**config.mk**
```make
export PLATFORM = sky130hd
export DESIGN_NAME = multilevel_feedback_queue_scheduler
export DESIGN_NICKNAME = d
export VERILOG_FILES = /design/src/sv/mfqs_pkg.sv /design/src/sv/mfqs_level_fifo.sv /design/src/sv/multilevel_feedback_queue_scheduler.sv
export SDC_FILE = /design/constraint.sdc
export NUM_CORES = 1
export LEC_CHECK = 0
export ABC_AREA = 0
export BUFFER_PORTS_ARGS = -buffer_cell sky130_fd_sc_hd__buf_2
export CAP_MARGIN = 30
export CELL_PAD_IN_SITES_DETAIL_PLACEMENT = 0
export CELL_PAD_IN_SITES_GLOBAL_PLACEMENT = 1
export CORE_AREA = 4 4 273 275
export DETAILED_ROUTE_END_ITERATION = 16
export DIE_AREA = 0 0 277 279
export PLACE_DENSITY = 0.51
export SLEW_MARGIN = 10
export SYNTH_ARGS = -nofsm -noshare
export SYNTH_HDL_FRONTEND = slang
export SYNTH_SLANG_ARGS = --single-unit
```
**constraint.sdc**
```tcl
create_clock -name clk_i -period 5.16 [get_ports clk_i]
set_clock_uncertainty 0.05 [all_clocks]
set_input_delay 0.516 -clock clk_i [delete_from_list [all_inputs] [get_ports clk_i]]
set_output_delay 0.516 -clock clk_i [all_outputs]
set_load 0.005 [all_outputs]
```
**src/sv/mfqs_pkg.sv**
```systemverilog
// ----------------------------------------------------------------------------
// mfqs_pkg
// Shared constants, request/result types and queue interface structs of the
// multilevel feedback queue scheduler.
// ----------------------------------------------------------------------------
package mfqs_pkg;

  // Sizing
  localparam int LEVELS    = 4;
  localparam int MAX_TASKS = 16;
  localparam int CORES     = 2;
  localparam int QREGS     = 4;   // quantum registers in the config map

  localparam int TASK_W  = 4;     // task id field width
  localparam int CORE_W  = 1;     // core index field width
  localparam int CMD_W   = 3;
  localparam int QUANT_W = 16;
  localparam int NLVL_W  = 3;     // levels_in_use register width

  localparam int ACT_MAX = (LEVELS < QREGS) ? LEVELS : QREGS;
  localparam int LVL_W   = (LEVELS > 1) ? $clog2(LEVELS) : 1;
  localparam int LCNT_W  = $clog2(ACT_MAX + 1);
  localparam int QIDX_W  = (QREGS > 1) ? $clog2(QREGS) : 1;
  localparam int PTR_W   = (MAX_TASKS > 1) ? $clog2(MAX_TASKS) : 1;
  localparam int CNT_W   = $clog2(MAX_TASKS + 1);

  // Register reset values
  localparam logic [NLVL_W-1:0] LEVELS_RST = NLVL_W'(4);
  localparam int                QUANT_RST0 = 4;

  // Config register indexes
  localparam logic [2:0] CFG_LEVELS = 3'd0;
  localparam logic [2:0] CFG_QUANT0 = 3'd1;
  localparam logic [2:0] CFG_QUANT3 = 3'd4;

  typedef enum logic [CMD_W-1:0] {
    CMD_LOAD    = 3'd0,
    CMD_UNBLOCK = 3'd1,
    CMD_TICK    = 3'd2,
    CMD_BLOCK   = 3'd3,
    CMD_EXIT    = 3'd4
  } cmd_e;

  typedef logic [TASK_W-1:0] task_t;
  typedef logic [LVL_W-1:0]  lvl_t;

  typedef struct packed {
    logic [CMD_W-1:0]  command;
    logic [CORE_W-1:0] core_index;
    task_t             task_id;
  } req_t;

  typedef struct packed {
    task_t running_task;
    logic  core_idle;
  } res_t;

  // Per-level queue control and status
  typedef struct packed {
    logic  push;
    logic  pop;
    task_t data;
  } fifo_req_t;

  typedef struct packed {
    logic  empty;
    logic  full;
    task_t head;
  } fifo_stat_t;

endpackage

```
**src/sv/mfqs_level_fifo.sv**
```systemverilog
// ----------------------------------------------------------------------------
// mfqs_level_fifo
// Task id FIFO of one priority level, flop based, one push and one pop per
// cycle. A push onto a full queue is dropped; the push is judged before the
// pop of the same cycle.
// ----------------------------------------------------------------------------
module mfqs_level_fifo (
  input  logic                   clk_i,
  input  logic                   rst_ni,
  input  mfqs_pkg::fifo_req_t    req_i,
  output mfqs_pkg::fifo_stat_t   stat_o
);

  mfqs_pkg::task_t                store_q [mfqs_pkg::MAX_TASKS];
  logic [mfqs_pkg::PTR_W-1:0]     head_q, head_d;
  logic [mfqs_pkg::CNT_W-1:0]     count_q, count_d;
  logic [mfqs_pkg::PTR_W:0]       tail_sum;
  logic [mfqs_pkg::PTR_W-1:0]     tail;
  logic                           full;
  logic                           push_ok;

  assign full    = (count_q == mfqs_pkg::CNT_W'(mfqs_pkg::MAX_TASKS));
  assign push_ok = req_i.push && !full;

  // Tail address, wrapped at the queue depth
  assign tail_sum = (mfqs_pkg::PTR_W+1)'(head_q) + (mfqs_pkg::PTR_W+1)'(count_q);
  assign tail = (tail_sum >= (mfqs_pkg::PTR_W+1)'(mfqs_pkg::MAX_TASKS)) ?
                mfqs_pkg::PTR_W'(tail_sum - (mfqs_pkg::PTR_W+1)'(mfqs_pkg::MAX_TASKS)) :
                mfqs_pkg::PTR_W'(tail_sum);

  // Pointer update
  always_comb begin
    head_d  = head_q;
    count_d = count_q;
    if (req_i.pop) begin
      if (head_q == mfqs_pkg::PTR_W'(mfqs_pkg::MAX_TASKS - 1)) begin
        head_d = '0;
      end else begin
        head_d = head_q + mfqs_pkg::PTR_W'(1);
      end
    end
    count_d = count_q + mfqs_pkg::CNT_W'(push_ok) - mfqs_pkg::CNT_W'(req_i.pop);
  end

  always_ff @(posedge clk_i or negedge rst_ni) begin
    if (!rst_ni) begin
      head_q  <= '0;
      count_q <= '0;
    end else begin
      head_q  <= head_d;
      count_q <= count_d;
    end
  end

  // Entry storage, no reset
  always_ff @(posedge clk_i) begin
    if (push_ok) begin
      store_q[tail] <= req_i.data;
    end
  end

  assign stat_o.empty = (count_q == '0);
  assign stat_o.full  = full;
  assign stat_o.head  = store_q[head_q];

endmodule

```
**src/sv/multilevel_feedback_queue_scheduler.sv**
```systemverilog
// ----------------------------------------------------------------------------
// multilevel_feedback_queue_scheduler
// Multilevel feedback queue scheduler for several cores: per-level task
// FIFOs, per-core current task, level and remaining quantum.
// ----------------------------------------------------------------------------
// A request is taken at every clock edge with start_i high; busy_o stays low,
// so one request per cycle is sustained. Each request is registered, worked
// off in the following cycle by a single pass over the queue heads and the
// addressed core's state, and tick, block and exit produce one result. The
// result is registered and appears on result_o with done_o high; it stays for
// exactly one cycle. The receiver cannot stall and must take it then. Load,
// unblock, unused commands and commands to a missing core give no result.
// Config writes take effect at the edge they are issued and belong in idle
// periods.
module multilevel_feedback_queue_scheduler (
  input  logic                                clk_i,
  input  logic                                rst_ni,
  input  logic                                start_i,
  output logic                                busy_o,
  input  mfqs_pkg::req_t                      req_i,
  input  logic                                cfg_we_i,
  input  logic [2:0]                          cfg_index_i,
  input  logic [mfqs_pkg::QUANT_W-1:0]        cfg_data_i,
  output logic                                done_o,
  output mfqs_pkg::res_t                      result_o
);

  // Config registers
  logic [mfqs_pkg::NLVL_W-1:0]   levels_q;
  logic [mfqs_pkg::QUANT_W-1:0]  quant_q [mfqs_pkg::QREGS];

  // Input register
  logic                          req_vld_q;
  mfqs_pkg::req_t                req_q;

  // Result register
  logic                          done_q, done_d;
  mfqs_pkg::res_t                res_q, res_d;

  // Per-core state
  logic                          core_vld_q   [mfqs_pkg::CORES];
  mfqs_pkg::task_t               core_task_q  [mfqs_pkg::CORES];
  mfqs_pkg::lvl_t                core_level_q [mfqs_pkg::CORES];
  logic [mfqs_pkg::QUANT_W-1:0]  core_qleft_q [mfqs_pkg::CORES];

  // Remembered level per task
  mfqs_pkg::lvl_t                blocked_q [mfqs_pkg::MAX_TASKS];

  // Queues
  mfqs_pkg::fifo_req_t           fifo_req  [mfqs_pkg::LEVELS];
  mfqs_pkg::fifo_stat_t          fifo_stat [mfqs_pkg::LEVELS];

  // Decision signals
  logic [mfqs_pkg::LCNT_W-1:0]   n_act;
  logic                          core_ok;
  logic                          core_we;
  logic                          nxt_vld;
  mfqs_pkg::task_t               nxt_task;
  mfqs_pkg::lvl_t                nxt_level;
  logic [mfqs_pkg::QUANT_W-1:0]  nxt_qleft;
  logic                          blk_we;
  mfqs_pkg::task_t               blk_addr;
  mfqs_pkg::lvl_t                blk_data;

  assign busy_o = 1'b0;

  // Clamp a level to the lowest level in use
  function automatic mfqs_pkg::lvl_t clamp_lvl(mfqs_pkg::lvl_t lv,
                                               logic [mfqs_pkg::LCNT_W-1:0] n);
    mfqs_pkg::lvl_t r;
    r = lv;
    if (mfqs_pkg::LCNT_W'(lv) >= n) begin
      r = mfqs_pkg::LVL_W'(n - mfqs_pkg::LCNT_W'(1));
    end
    return r;
  endfunction

  // Config write port
  always_ff @(posedge clk_i or negedge rst_ni) begin
    if (!rst_ni) begin
      levels_q <= mfqs_pkg::LEVELS_RST;
      for (int i = 0; i < mfqs_pkg::QREGS; i++) begin
        quant_q[i] <= mfqs_pkg::QUANT_W'(mfqs_pkg::QUANT_RST0 << i);
      end
    end else if (cfg_we_i) begin
      unique case (cfg_index_i) inside
        mfqs_pkg::CFG_LEVELS: begin
          levels_q <= mfqs_pkg::NLVL_W'(cfg_data_i);
        end
        [mfqs_pkg::CFG_QUANT0:mfqs_pkg::CFG_QUANT3]: begin
          quant_q[mfqs_pkg::QIDX_W'(cfg_index_i - mfqs_pkg::CFG_QUANT0)] <= cfg_data_i;
        end
        default: begin
        end
      endcase
    end
  end

  // Effective number of levels: zero acts as one, capped at the level count
  always_comb begin
    if (levels_q == '0) begin
      n_act = mfqs_pkg::LCNT_W'(1);
    end else if (int'(levels_q) > mfqs_pkg::ACT_MAX) begin
      n_act = mfqs_pkg::LCNT_W'(mfqs_pkg::ACT_MAX);
    end else begin
      n_act = mfqs_pkg::LCNT_W'(levels_q);
    end
  end

  // Input register
  always_ff @(posedge clk_i or negedge rst_ni) begin
    if (!rst_ni) begin
      req_vld_q <= 1'b0;
    end else begin
      req_vld_q <= start_i && !busy_o;
    end
  end

  always_ff @(posedge clk_i) begin
    if (start_i && !busy_o) begin
      req_q <= req_i;
    end
  end

  assign core_ok = (int'(req_q.core_index) < mfqs_pkg::CORES);

  // Level queues
  for (genvar g = 0; g < mfqs_pkg::LEVELS; g++) begin : g_level
    mfqs_level_fifo u_fifo (
      .clk_i  (clk_i),
      .rst_ni (rst_ni),
      .req_i  (fifo_req[g]),
      .stat_o (fifo_stat[g])
    );
  end

  // Scheduling decision for the registered request
  always_comb begin
    logic                          push_en;
    mfqs_pkg::lvl_t                push_lvl;
    mfqs_pkg::task_t               push_data;
    logic                          disp_en;
    logic                          found;
    mfqs_pkg::lvl_t                sel;
    mfqs_pkg::lvl_t                lv;
    logic                          avail [mfqs_pkg::LEVELS];
    mfqs_pkg::task_t               head_eff [mfqs_pkg::LEVELS];
    logic [mfqs_pkg::QIDX_W-1:0]   qidx;
    logic [mfqs_pkg::QUANT_W-1:0]  q;

    push_en   = 1'b0;
    push_lvl  = '0;
    push_data = req_q.task_id;
    disp_en   = 1'b0;
    found     = 1'b0;
    sel       = '0;
    lv        = clamp_lvl(core_level_q[req_q.core_index], n_act);
    core_we   = 1'b0;
    blk_we    = 1'b0;
    blk_addr  = req_q.task_id;
    blk_data  = '0;
    done_d    = 1'b0;
    nxt_vld   = core_vld_q[req_q.core_index];
    nxt_task  = core_task_q[req_q.core_index];
    nxt_level = core_level_q[req_q.core_index];
    nxt_qleft = core_qleft_q[req_q.core_index];

    if (req_vld_q) begin
      unique case (req_q.command)
        mfqs_pkg::CMD_LOAD: begin
          if (int'(req_q.task_id) < mfqs_pkg::MAX_TASKS) begin
            blk_we  = 1'b1;
            push_en = 1'b1;
          end
        end
        mfqs_pkg::CMD_UNBLOCK: begin
          if (int'(req_q.task_id) < mfqs_pkg::MAX_TASKS) begin
            push_en  = 1'b1;
            push_lvl = clamp_lvl(blocked_q[req_q.task_id], n_act);
          end
        end
        mfqs_pkg::CMD_TICK: begin
          if (core_ok) begin
            core_we = 1'b1;
            done_d  = 1'b1;
            if (core_qleft_q[req_q.core_index] != '0) begin
              nxt_qleft = core_qleft_q[req_q.core_index] - mfqs_pkg::QUANT_W'(1);
            end else begin
              // quantum used up: demote and requeue the running task
              if (core_vld_q[req_q.core_index]) begin
                if ((mfqs_pkg::LCNT_W'(lv) + mfqs_pkg::LCNT_W'(1)) < n_act) begin
                  lv = lv + mfqs_pkg::LVL_W'(1);
                end
                nxt_level = lv;
                push_en   = 1'b1;
                push_lvl  = lv;
                push_data = core_task_q[req_q.core_index];
              end
              disp_en = 1'b1;
            end
          end
        end
        mfqs_pkg::CMD_BLOCK: begin
          if (core_ok) begin
            core_we = 1'b1;
            done_d  = 1'b1;
            // promote and remember the level for the later unblock
            if (core_vld_q[req_q.core_index]) begin
              if (lv != '0) begin
                lv = lv - mfqs_pkg::LVL_W'(1);
              end
              nxt_level = lv;
              blk_addr  = core_task_q[req_q.core_index];
              blk_data  = lv;
              blk_we    = (int'(core_task_q[req_q.core_index]) < mfqs_pkg::MAX_TASKS);
            end
            disp_en = 1'b1;
          end
        end
        mfqs_pkg::CMD_EXIT: begin
          if (core_ok) begin
            core_we = 1'b1;
            done_d  = 1'b1;
            disp_en = 1'b1;
          end
        end
        default: begin
        end
      endcase
    end

    // Queue heads as seen after this request's push
    for (int i = 0; i < mfqs_pkg::LEVELS; i++) begin
      avail[i]    = !fifo_stat[i].empty ||
                    (push_en && (push_lvl == mfqs_pkg::LVL_W'(i)));
      head_eff[i] = fifo_stat[i].empty ? push_data : fifo_stat[i].head;
    end

    // Highest non-empty level in use
    for (int i = 0; i < mfqs_pkg::LEVELS; i++) begin
      if (!found && (i < int'(n_act)) && avail[i]) begin
        found = 1'b1;
        sel   = mfqs_pkg::LVL_W'(i);
      end
    end

    qidx = (int'(sel) < mfqs_pkg::QREGS) ? mfqs_pkg::QIDX_W'(sel) :
                                           mfqs_pkg::QIDX_W'(mfqs_pkg::QREGS - 1);
    q    = quant_q[qidx];

    // Dispatch
    if (disp_en) begin
      if (found) begin
        nxt_vld   = 1'b1;
        nxt_task  = head_eff[sel];
        nxt_level = sel;
        nxt_qleft = (q == '0) ? '0 : q - mfqs_pkg::QUANT_W'(1);
      end else begin
        nxt_vld   = 1'b0;
        nxt_task  = '0;
        nxt_qleft = '0;
      end
    end

    for (int i = 0; i < mfqs_pkg::LEVELS; i++) begin
      fifo_req[i].push = push_en && (push_lvl == mfqs_pkg::LVL_W'(i));
      fifo_req[i].pop  = disp_en && found && (sel == mfqs_pkg::LVL_W'(i));
      fifo_req[i].data = push_data;
    end

    res_d.running_task = nxt_vld ? nxt_task : '0;
    res_d.core_idle    = !nxt_vld;
  end

  // Core state update
  always_ff @(posedge clk_i or negedge rst_ni) begin
    if (!rst_ni) begin
      for (int i = 0; i < mfqs_pkg::CORES; i++) begin
        core_vld_q[i]   <= 1'b0;
        core_task_q[i]  <= '0;
        core_level_q[i] <= '0;
        core_qleft_q[i] <= '0;
      end
    end else if (core_we) begin
      core_vld_q[req_q.core_index]   <= nxt_vld;
      core_task_q[req_q.core_index]  <= nxt_task;
      core_level_q[req_q.core_index] <= nxt_level;
      core_qleft_q[req_q.core_index] <= nxt_qleft;
    end
  end

  // Remembered levels, no reset
  always_ff @(posedge clk_i) begin
    if (blk_we) begin
      blocked_q[blk_addr] <= blk_data;
    end
  end

  // Result register
  always_ff @(posedge clk_i or negedge rst_ni) begin
    if (!rst_ni) begin
      done_q <= 1'b0;
    end else begin
      done_q <= done_d;
    end
  end

  always_ff @(posedge clk_i) begin
    if (done_d) begin
      res_q <= res_d;
    end
  end

  assign done_o   = done_q;
  assign result_o = res_q;

endmodule
```
==> flow_metrics.env, run 1 <==
export IMPL_status="complete, but fails checks"
export IMPL_violations="negative setup slack"
export IMPL_r2r_cells=22
export IMPL_pwr_share_clk_pct=31.0
export IMPL_fin_util_pct=36.57
export IMPL_switching_share_pct=31.83
export IMPL_cts_root_buf="clkbuf_16"
export IMPL_cp_start_kind="flip-flop"
export IMPL_clock_latency_ns=0.62
export IMPL_p_sw_uw=3831
export IMPL_seq_area_frac_synth_pct=59.96
export IMPL_start_util_pct=29.75
export IMPL_drtAntennaViolNets=0
export IMPL_p_per_area_mw_per_mm2=454.9
export IMPL_dp_hpwl_mm=39.94
export IMPL_synthCells=1595
export IMPL_worst_hold_slack_ns=0.04615
export IMPL_grt_max_degree=68
export IMPL_cts_tree="built"
export IMPL_maxCapViolations=0
export IMPL_via_per_inst=4.875
export IMPL_hold_end="req_q[0]"
export IMPL_total_leakage_power_uw=0.009693
export IMPL_worstSetupPathType="flip-flop to flip-flop"
export IMPL_cts_sinks=456
export IMPL_seqPwrFrac_pct=39.6
export IMPL_yosysWarnings=0
export IMPL_nets=1891
export IMPL_drv_slew=0
export IMPL_drt_first_pass_iters=7
export IMPL_hold_path_startpoint="req_i[0]"
export IMPL_rsz0062_at_grt="true"
export IMPL_grt_use_met3_pct=2.266
export IMPL_die_h_um=279
export IMPL_fill_cells=7053
export IMPL_drt_iter0_drc=716
export IMPL_place_gp_congestion=0.7986
export IMPL_cts_clk_slew_worst_paths_ns=0.06
export IMPL_maxSlewHeadroom_pct=39.61
export IMPL_min_period_over_period_pct=100.6
export IMPL_area_growth_pct=22.92
export IMPL_rr_startpoint="req_q[4]"
export IMPL_rr_endpoint="core_qleft_q[23]"
export IMPL_core_area_mm2=0.07234
export IMPL_power_frac_comb_pct=29.4
export IMPL_multi_input_area_mm2=0.008656
export IMPL_fp_row_count=99
export IMPL_slowest_stage="or4b_4"
export IMPL_grt_pass1_vias=14240
export IMPL_intPower_uw=8202
export IMPL_ios=38
export IMPL_syn_mean_instance_area_um2=13.49
export IMPL_synth_ff_type="edfxtp_1"
export IMPL_min_period_ns=5.192
export IMPL_routed_wirelength_mm=56.08
export IMPL_grt_ovfl_total=0
export IMPL_cts_path_max_buffers=3
export IMPL_layout_drive_gt1_share_pct=29.53
export IMPL_setup_violations=9
export IMPL_ys_seq_elements=456
export IMPL_antenna_found_initial=2
export IMPL_globalRouteMet2Util_pct=23.25
export IMPL_regArea_mm2=0.01290
export IMPL_met1_usage_pct=20.47
export IMPL_top_usage_layer="met2"
export IMPL_path_max_fanout=6
export IMPL_async_reset_ff_share_pct=33.11
export IMPL_drcViolationCount=0
export IMPL_synth_nets=1679
export IMPL_route_detailed_wl_per_inst_um=19.97
export IMPL_numCtsBuffers=53
export IMPL_required_ns=5.59
export IMPL_grt_pass1_wl_mm=87.39
export IMPL_synth_edf_count=301
export IMPL_vdd_drop_max_mv=0.2681
export IMPL_fmax_mhz=192.6
export IMPL_track_usage_pct=14.41
export IMPL_end_kind="flip-flop"
export IMPL_die_area_mm2=0.07728
export IMPL_vias=13690
export IMPL_die_x_um=277
export IMPL_tightest_slew_ns=0.9058
export IMPL_max_stage_delay_ns=0.46
export IMPL_synth_area_mm2=0.02152
export IMPL_layout_setup_ws_ns=-0.03214
export IMPL_hold_violations=0
export IMPL_port_buffers=36
export IMPL_power_uw=12030
export IMPL_r2r_setup_slack_ns=-0.03
export IMPL_worstPathArrival_ns=5.62
export IMPL_worstPathCellList="buf_6, mux2i_4, ha_2, or4b_4, a222oi_1, buf_4, nand4_1, a21o_1, or3_4, o31a_1, buf_6, a21oi_4, buf_6, mux2i_4, nor2_2, a221oi_2, buf_4, nand3_1, xor2_1, buf_4, a22oi_2, o21ai_1"
export IMPL_ys_types=81
export IMPL_hold_depth=1
export IMPL_htree_levels=2
export IMPL_hold_path_class="input port to flip-flop"
[power groups by stage]
stage | Sequential (uW) | Clock, uW | Combinational [uW]
2_1_floorplan | 4640 | 0 | 2270
3_3_place_gp | 4890 | 0 | 3190
3_5_place_dp | 4860 | 0 | 3290
4_1_cts | 4790 | 3860 | 3420
5_1_grt | 4830 | 4020 | 3920
6_report | 4760 | 3730 | 3540
[cells by family (layout without fill, tap and decap cells)]
| kind of cell | after synthesis | count (layout) | share of synthesized area, % |
|---|---|---|---|
| flip-flops | 456 | 456 | 59.96 |
| buffers and inverters | 111 | 365 | 2.064 |
| other | 1 | 2 | 0.01743 |
| adder cells (fa/ha/maj) | 53 | 53 | 3.360 |
| multiplexers | 219 | 219 | 14.34 |
| XOR/XNOR | 63 | 63 | 2.564 |
| AND/OR/NAND/NOR | 422 | 422 | 9.233 |
| AO/OA/AOI/OAI | 270 | 270 | 8.459 |
[repair_timing]
item	in CTS	in global routing
hold buffers	7	0
gates cloned	1	0
hold endpoints to repair	69	0
endpoints found under the setup margin	43	43
pin swaps	16	35
resized for setup	51	55
setup buffers	17	8
[synth_stat cells, types with 6 or more instances]
library cell / number / area, um2
nand3_1: 20 / 100.1
o21ai_0: 58 / 290.3
a31oi_1: 9 / 56.30
o22ai_1: 11 / 68.82
nor3_1: 14 / 70.07
and2_1: 6 / 37.54
ha_1: 45 / 563.0
mux2_2: 85 / 957.2
a21oi_1: 46 / 230.2
a21o_1: 12 / 90.09
inv_1: 46 / 172.7
nand3b_1: 7 / 52.55
a32oi_1: 6 / 52.55
mux2i_1: 71 / 710.7
nor4_1: 11 / 68.82
a221oi_1: 6 / 52.55
nor2_1: 152 / 570.6
xnor2_1: 38 / 332.8
nor4b_1: 6 / 52.55
nand4_1: 10 / 62.56
clkbuf_1: 46 / 172.7
nor2b_1: 7 / 43.79
mux4_2: 63 / 1419
dfrtp_1: 146 / 3654
o21ai_1: 26 / 130.1
nor3b_1: 6 / 45.04
buf_2: 7 / 35.03
nand2b_1: 21 / 131.4
or3_1: 6 / 37.54
a211oi_1: 20 / 150.1
fa_1: 8 / 160.2
and3_1: 6 / 37.54
buf_1: 9 / 33.78
nand2_1: 130 / 488.0
xor2_1: 25 / 219.0
o221ai_1: 15 / 131.4
edfxtp_1: 301 / 9039
a22oi_1: 13 / 97.59
[worst max-delay path, delay by kind of cell, from the launching register on]
kind | cells | cell delay, ns
DFF | 1 | 0.39
muxes | 2 | 0.49
adders and majority gates | 1 | 0.22
xor gates and xnor gates | 1 | 0.15
and+or+nand+nor | 5 | 1.01
AOI/OAI and AO/OA | 7 | 1.68
buffers and inverters | 6 | 1.03
[sequential cells by signal, indices dropped and copies added (netlist names), named ones only]
name and flops:
blocked_q 32, core_level_q 4, core_qleft_q 32, core_task_q 8
core_vld_q 2, done_o 1, g_level.u_fifo.count_q 20, g_level.u_fifo.head_q 16
g_level.u_fifo.store_q 256, levels_q 3, quant_q 64, req_q 8
req_vld_q 1, result_o 5
[layer usage]
metal  share of wire (%)  routed length, um
met5               0.012                  7
met4                 2.0               1114
met3                 3.6               2032
met2                  47              26240
met1                  48              26690
[stage by stage]
step	worst slack [ns]	instances	area (um2)	TNS [ns]
2_1_floorplan	-0.05949	1595	21590	-0.2036
3_3_place_gp	-0.1227	2673	23870	-2.209
3_5_place_dp	-0.2963	2677	23970	-7.127
4_1_cts	-0.01655	2797	26080	-0.04970
5_1_grt	-0.3074	2809	26450	-7.900
6_report	-0.03214	2809	26450	-0.1060
[layout make-up]
cell class / count / area share (%)
Clock inverter: 36 / 1.438
Timing Repair Buffer: 222 / 6.731
Inverter: 46 / 0.6527
Clock buffer: 61 / 5.127
Multi-Input combinational cell: 1028 / 32.72
Tap cell: 959 / 4.536
Sequential cell: 456 / 48.78
Antenna cell: 1 / 0.009460
[placed cells by master, fill, tap and decap left out, types with 11 or more instances in the layout]
cell type  synthesis  layout
clkinv_1           0      12
nand2_1          130     125
ha_1              45      35
nor2_1           152     147
o21ai_0           58      48
a211oi_1          20      18
mux4_2            63      63
dfrtp_1          146     146
inv_1             46      44
a21o_1            12      12
mux2i_1           71      67
buf_4              1     156
edfxtp_1         301     301
o21ai_1           26      29
xnor2_1           38      38
buf_6              2      15
a21oi_1           46      33
buf_2              7      36
mux2_2            85      83
nand3_1           20      19
xor2_1            25      24
o221ai_1          15      15
clkbuf_16          0      54
o22ai_1           11      11
nand2b_1          21      21
[worst max path at each step]
| stage | startpoint | endpoint | depth (start not counted) | slack [ns] |
|---|---|---|---|---|
| after CTS | req_q[4] | core_qleft_q[14] | 21 | -0.02 |
| after floorplan | req_q[4] | g_level[0].u_fifo.count_q[4] | 23 | -0.06 |
| final | req_q[4] | core_qleft_q[23] | 22 | -0.03 |
| after global routing | req_q[4] | core_qleft_q[31] | 24 | -0.31 |
| after detailed placement | req_q[4] | core_qleft_q[14] | 24 | -0.30 |
| after global placement | req_q[4] | core_qleft_q[12] | 21 | -0.12 |
Power figures use the tool's default switching activity.
==> inputs of run 2 (changes only) <==
--- a/config.mk
+++ b/config.mk
@@ -14,6 +14,7 @@
 export DETAILED_ROUTE_END_ITERATION = 16
 export DIE_AREA = 0 0 277 279
 export PLACE_DENSITY = 0.51
+export SKIP_CTS_REPAIR_TIMING = 1
 export SLEW_MARGIN = 10
 export SYNTH_ARGS = -nofsm -noshare
 export SYNTH_HDL_FRONTEND = slang
==> run 2 against run 1 <==
  * The flow still finishes with violations (negative setup slack)
  * Critical path depth decreased by 2
  * Count of clock-buffer cells in the layout stayed put
  * Register-to-register slack got worse by 0.099 ns
  * Sequential cell count unchanged
  * Power down 0.38%
  * First-iteration DRC count is 2.0% higher
  * Global-route usage is 0.091 points lower
  * Sequential power hardly changed
  * Worst hold slack worse by 0.021 ns
  * Setup slack worse by 0.099 ns
  * Clock power about the same
  * Critical endpoint is now core_qleft_q[31]
  * Largest power group unchanged
==> flow_metrics.env, run 2 (synthesis results as in run 1) <==
export IMPL_dp_hpwl_mm=39.94
export IMPL_clock_latency_ns=0.62
export IMPL_nets=1879
export IMPL_layout_setup_ws_ns=-0.1316
export IMPL_grt_ovfl_total=0
export IMPL_met3_length_mm=1.988
export IMPL_worstPathCellList="buf_6, mux2i_4, ha_2, or4b_4, a222oi_1, buf_4, nand4_1, a21o_1, or3_4, o31a_1, buf_6, a21oi_4, mux2_4, o21ai_4, nand4_4, nor4_4, buf_4, nand4_1, a32oi_2, o21ai_1"
export IMPL_dpl_cell_count=2677
export IMPL_violations="negative setup slack"
export IMPL_layout_commonest_cell="edfxtp_1"
export IMPL_wl_met1_mm=26.76
export IMPL_top_regs="g_level.u_fifo.store_q: 256 flops, quant_q: 64 flops"
export IMPL_drt_first_pass_iters=5
export IMPL_maxSlewHeadroom_pct=40.07
export IMPL_drv_slew=0
export IMPL_track_usage_pct=14.32
export IMPL_numCtsBuffers=53
export IMPL_fmax_mhz=189.0
export IMPL_fill_cells=7061
export IMPL_routed_wirelength_mm=55.88
export IMPL_cp_start_kind="flip-flop"
export IMPL_vdd_drop_max_mv=0.2688
export IMPL_slowest_stage="or4b_4"
export IMPL_route_detailed_wl_per_inst_um=19.98
export IMPL_min_period_ns=5.292
export IMPL_layout_common_cells="301 x edfxtp_1, 153 x buf_4, 149 x nor2_1, 146 x dfrtp_1, 124 x nand2_1"
export IMPL_area_growth_pct=22.16
export IMPL_start_util_pct=29.75
export IMPL_end_kind="flip-flop"
export IMPL_drcViolationCount=0
export IMPL_antenna_found_initial=2
export IMPL_p_per_area_mw_per_mm2=456.0
export IMPL_regMostFlops="g_level.u_fifo.store_q"
export IMPL_design_area_mm2=0.02629
export IMPL_max_stage_delay_ns=0.46
export IMPL_via_per_inst=4.885
export IMPL_hold_violations=0
export IMPL_drt_iter0_drc=730
export IMPL_min_period_over_period_pct=102.5
export IMPL_cts_clk_slew_worst_paths_ns=0.06
export IMPL_setup_violations=30
export IMPL_die_h_um=279
export IMPL_crit_buf_inv=4
export IMPL_die_area_mm2=0.07728
export IMPL_worstSetupPathType="flip-flop to flip-flop"
export IMPL_rsz0062_at_grt="true"
export IMPL_grt_pass1_wl_mm=86.80
export IMPL_grt_max_degree=68
export IMPL_hold_path_class="input port to flip-flop"
export IMPL_worst_hold_slack_ns=0.02509
export IMPL_vias=13660
export IMPL_total_leakage_power_uw=0.009649
export IMPL_status="complete, but fails checks"
export IMPL_cts_sinks=456
export IMPL_grt_pass1_vias=14100
export IMPL_fp_row_count=99
export IMPL_cts_tree="built"
export IMPL_post_dp_cell_area_mm2=0.02397
export IMPL_port_buffers=36
export IMPL_layout_drive_gt1_share_pct=28.91
export IMPL_cts_path_max_buffers=3
export IMPL_path_max_fanout=10
export IMPL_worstPathArrival_ns=5.74
export IMPL_ios=38
export IMPL_wl_met2_mm=26.01
export IMPL_die_x_um=277
export IMPL_tightest_slew_ns=0.8989
export IMPL_top_layer="met4"
export IMPL_htree_levels=2
export IMPL_maxCapViolations=0
export IMPL_required_ns=5.61
export IMPL_place_gp_congestion=0.7986
export IMPL_core_area_mm2=0.07234
export IMPL_drtAntennaViolNets=0
export IMPL_stdcell_count=2797
export IMPL_cts_root_buf="clkbuf_16"
export IMPL_r2r_setup_slack_ns=-0.13
export IMPL_largest_register_ffs=256
export IMPL_crit_family="compound AO/OA/AOI/OAI gates"
run 2: changes by cell type in the layout (fill, tap and decap cells not counted), sizes merged:
cell	delta
buf	-8
dlygate4sd3	-4
run 2: final timing paths:
| check | start | to | depth (start not counted) |
|---|---|---|---|
| max in group asynchronous | rst_ni | g_level[2].u_fifo.count_q[3] | 3 |
| max | req_q[4] | core_qleft_q[31] | 20 |
| min in group asynchronous | rst_ni | g_level[3].u_fifo.count_q[4] | 2 |
| min | req_i[5] | req_q[5] | 1 |
| min reg2reg | core_task_q[3] | core_task_q[3] | 2 |
| max reg2reg | req_q[4] | core_qleft_q[31] | 20 |
run 2: report_power, final:
group | internal (uW) | leakage [uW] | switching [uW] | total [uW]
Sequential | 4350 | 0.00465 | 408 | 4760
Clock | 2190 | 0.000838 | 1540 | 3730
Combinational | 1630 | 0.00417 | 1860 | 3490
Total | 8170 | 0.00965 | 3810 | 12000
run 2: per-layer routing:
layer  up-vias  global-route usage, %
met1      6929                  20.48
met4         0                  3.592
met5         -                      0
li1       6440                      -
met2       224                  22.99
met3        71                  2.199
run 2: per-stage QoR:
step           utilization, %  power [uW]  TNS [ns]  setup WS (ns)
3_5_place_dp            33.13        8150    -7.127        -0.2963
2_1_floorplan               -        6911   -0.2036       -0.05949
5_1_grt                 36.34       12710    -10.17        -0.3783
4_1_cts                 35.53       11960    -9.279        -0.3354
6_report                36.34       11990    -2.483        -0.1316
3_3_place_gp            33.00        8086    -2.209        -0.1227
run 2: cell type report:
cell class | count | area (um2) | share of cell area [%]
tap | 959 | 1200 | 4.564
sequential | 456 | 12900 | 49.09
antenna | 1 | 2.502 | 0.009519
multi-input combinational | 1028 | 8592 | 32.68
clock buffer | 61 | 1356 | 5.159
clock inverter | 36 | 380.4 | 1.447
inverter | 46 | 172.7 | 0.6568
timing repair buffer | 210 | 1680 | 6.392
==> inputs of run 3 (changes only) <==
--- a/config.mk
+++ b/config.mk
@@ -14,8 +14,9 @@
 export DETAILED_ROUTE_END_ITERATION = 16
 export DIE_AREA = 0 0 277 279
 export PLACE_DENSITY = 0.51
+export SETUP_SLACK_MARGIN = 0.15
 export SKIP_CTS_REPAIR_TIMING = 1
-export SLEW_MARGIN = 10
+export SLEW_MARGIN = 20
 export SYNTH_ARGS = -nofsm -noshare
 export SYNTH_HDL_FRONTEND = slang
 export SYNTH_SLANG_ARGS = --single-unit
==> run 3 against run 2 <==
  * The flow still finishes with violations (negative setup slack)
  * Critical path depth is 2 higher
  * Power is 1.9% lower
  * Via count hardly changed
  * Global-route usage hardly changed
  * Non-clock buffer count is 20 higher
  * Routed wire length is 0.16% higher
  * Count of clock-buffer cells in the layout is 6 higher
  * Sequential power hardly changed
  * Worst hold slack better by 0.031 ns
  * Die area stayed put
  * Sequential cell count stayed put
  * Critical path type unchanged
  * Critical endpoint is now core_qleft_q[16]
  * Largest cell class unchanged
  * Highest routed layer unchanged
==> flow_metrics.env, run 3 (synthesis results as in run 1) <==
export IMPL_path_max_fanout=8
export IMPL_crit_buf_inv=6
export IMPL_cts_sinks=456
export IMPL_nets=1898
export IMPL_end_kind="flip-flop"
export IMPL_violations="negative setup slack"
export IMPL_r2r_setup_slack_ns=-0.27
export IMPL_slowest_stage="or4b_4"
export IMPL_hold_violations=0
export IMPL_cts_root_buf="clkbuf_16"
export IMPL_drt_first_pass_iters=7
export IMPL_ios=38
export IMPL_antenna_found_initial=2
export IMPL_hold_depth=1
export IMPL_largest_register_ffs=256
export IMPL_track_usage_pct=14.31
export IMPL_cts_clk_slew_worst_paths_ns=0.06
export IMPL_dp_hpwl_mm=39.85
export IMPL_cts_tree="built"
export IMPL_globalRouteMet2Util_pct=22.82
export IMPL_rr_endpoint="core_qleft_q[16]"
export IMPL_status="complete, but fails checks"
export IMPL_preCtsSetupSlack_ns=-0.3469
export IMPL_required_ns=5.55
export IMPL_hold_path_startpoint="req_i[6]"
export IMPL_p_per_area_mw_per_mm2=445.3
export IMPL_layout_setup_ws_ns=-0.2713
export IMPL_place_gp_congestion=0.8133
export IMPL_cp_common_cell="buf_6"
export IMPL_crit_family="compound AO/OA/AOI/OAI gates"
export IMPL_routed_wirelength_mm=55.97
export IMPL_min_period_over_period_pct=105.3
export IMPL_regMostFlops="g_level.u_fifo.store_q"
export IMPL_grt_pass1_vias=14060
export IMPL_die_h_um=279
export IMPL_met1_usage_pct=20.56
export IMPL_worstPathArrival_ns=5.82
export IMPL_drt_iter0_drc=802
export IMPL_maxSlewHeadroom_pct=48.57
export IMPL_max_stage_delay_ns=0.46
export IMPL_total_leakage_power_uw=0.009664
export IMPL_cp_start_kind="flip-flop"
export IMPL_worstPathCellList="buf_12, mux2i_4, ha_2, or4b_4, a222oi_1, buf_4, nand4_1, a21o_1, or3_4, o31a_1, buf_6, a21oi_4, mux2_4, o21ai_4, nand4_4, nor4_4, a21oi_2, buf_6, buf_4, buf_6, a21oi_4, o21ai_2"
export IMPL_layout_commonest_cell="edfxtp_1"
export IMPL_die_x_um=277
export IMPL_drv_slew=0
export IMPL_rr_startpoint="req_q[4]"
export IMPL_tightest_slew_ns=0.7715
export IMPL_hold_path_class="input port to flip-flop"
export IMPL_hold_end="req_q[6]"
export IMPL_maxCapViolations=0
export IMPL_top_usage_layer="met2"
export IMPL_drcViolationCount=0
export IMPL_route_detailed_wl_per_inst_um=19.87
export IMPL_clock_latency_ns=0.60
export IMPL_vdd_drop_max_mv=0.2427
export IMPL_layout_drive_gt1_share_pct=30.82
export IMPL_setup_violations=35
export IMPL_port_buffers=36
export IMPL_numCtsBuffers=52
export IMPL_via_per_inst=4.849
export IMPL_fp_row_count=99
export IMPL_stdcell_count=2816
export IMPL_htree_levels=2
export IMPL_fill_cells=7062
export IMPL_worstSetupPathType="flip-flop to flip-flop"
export IMPL_grt_use_met3_pct=2.115
export IMPL_cts_path_max_buffers=3
export IMPL_vias=13660
export IMPL_start_util_pct=29.75
export IMPL_core_area_mm2=0.07234
export IMPL_dpl_cell_count=2682
export IMPL_fmax_mhz=184.1
export IMPL_fin_setup_tns_ns=-6.846
export IMPL_grt_ovfl_total=0
export IMPL_min_period_ns=5.431
export IMPL_grt_pass1_wl_mm=86.77
export IMPL_die_area_mm2=0.07728
export IMPL_rsz0062_at_grt="true"
export IMPL_drtAntennaViolNets=0
export IMPL_area_growth_pct=22.76
export IMPL_grt_max_degree=65
export IMPL_layout_common_cells="301 x edfxtp_1, 171 x buf_4, 149 x nor2_1, 145 x dfrtp_1, 122 x nand2_1"
export IMPL_top_regs="g_level.u_fifo.store_q: 256 flops, quant_q: 64 flops"
export IMPL_r2r_cells=22
## run 3: changes by cell type in the layout (fill, tap and decap cells not counted), moves of 4 or more
cell / change
ha_4: +9
clkinv_1: -6
bufinv_16: -6
ha_1: -6
clkbuf_1: +6
a21oi_2: +4
buf_6: +5
buf_4: +18
inv_1: -5
a221oi_1: -4
## run 3: routing by layer
layer / wire (um) / part of all wire [%]
met1: 26970 / 48
met2: 25860 / 46
met3: 1850 / 3.3
met4: 1282 / 2.3
met5: 0 / 0
## run 3: layout make-up
cell class	count	area, um2	area share (%)
multi-input cells	1028	8765	33.18
clock inverters	29	202.7	0.7673
flip-flops and latches	456	12910	48.85
inverters	46	180.2	0.6820
repair buffers	230	1794	6.792
diodes	1	2.502	0.009472
clock buffers	67	1368	5.177
well taps	959	1200	4.542
## run 3: power breakdown
part	total, uW	switching, uW	internal (uW)
clock network	3400	1510	1890
logic	3570	1910	1660
registers	4790	439	4350
total	11800	3870	7900
## run 3: per-stage QoR
stage / hold slack, ns / utilization (%) / total power, uW / area [um2]
floorplan: 0.1704 / - / 6928 / 21660
global placement: 0.4108 / 33.13 / 8118 / 23970
detailed placement: 0.4196 / 33.20 / 8160 / 24020
CTS: -0.2026 / 35.37 / 11640 / 25590
global route: 0.02943 / 36.52 / 12510 / 26420
finish: 0.05581 / 36.52 / 11760 / 26420
## run 3: how the worst max path moves through the flow
stage / endpoint / cells past startpoint / slack (ns) / startpoint
finish: core_qleft_q[16] / 22 / -0.27 / req_q[4]
global route: core_qleft_q[5] / 26 / -0.62 / req_q[4]
CTS: core_qleft_q[23] / 23 / -0.35 / req_q[4]
detailed placement: core_qleft_q[28] / 23 / -0.35 / req_q[4]
global placement: core_qleft_q[8] / 23 / -0.34 / req_q[4]
floorplan: g_level[0].u_fifo.count_q[4] / 23 / 0.04 / req_q[4]
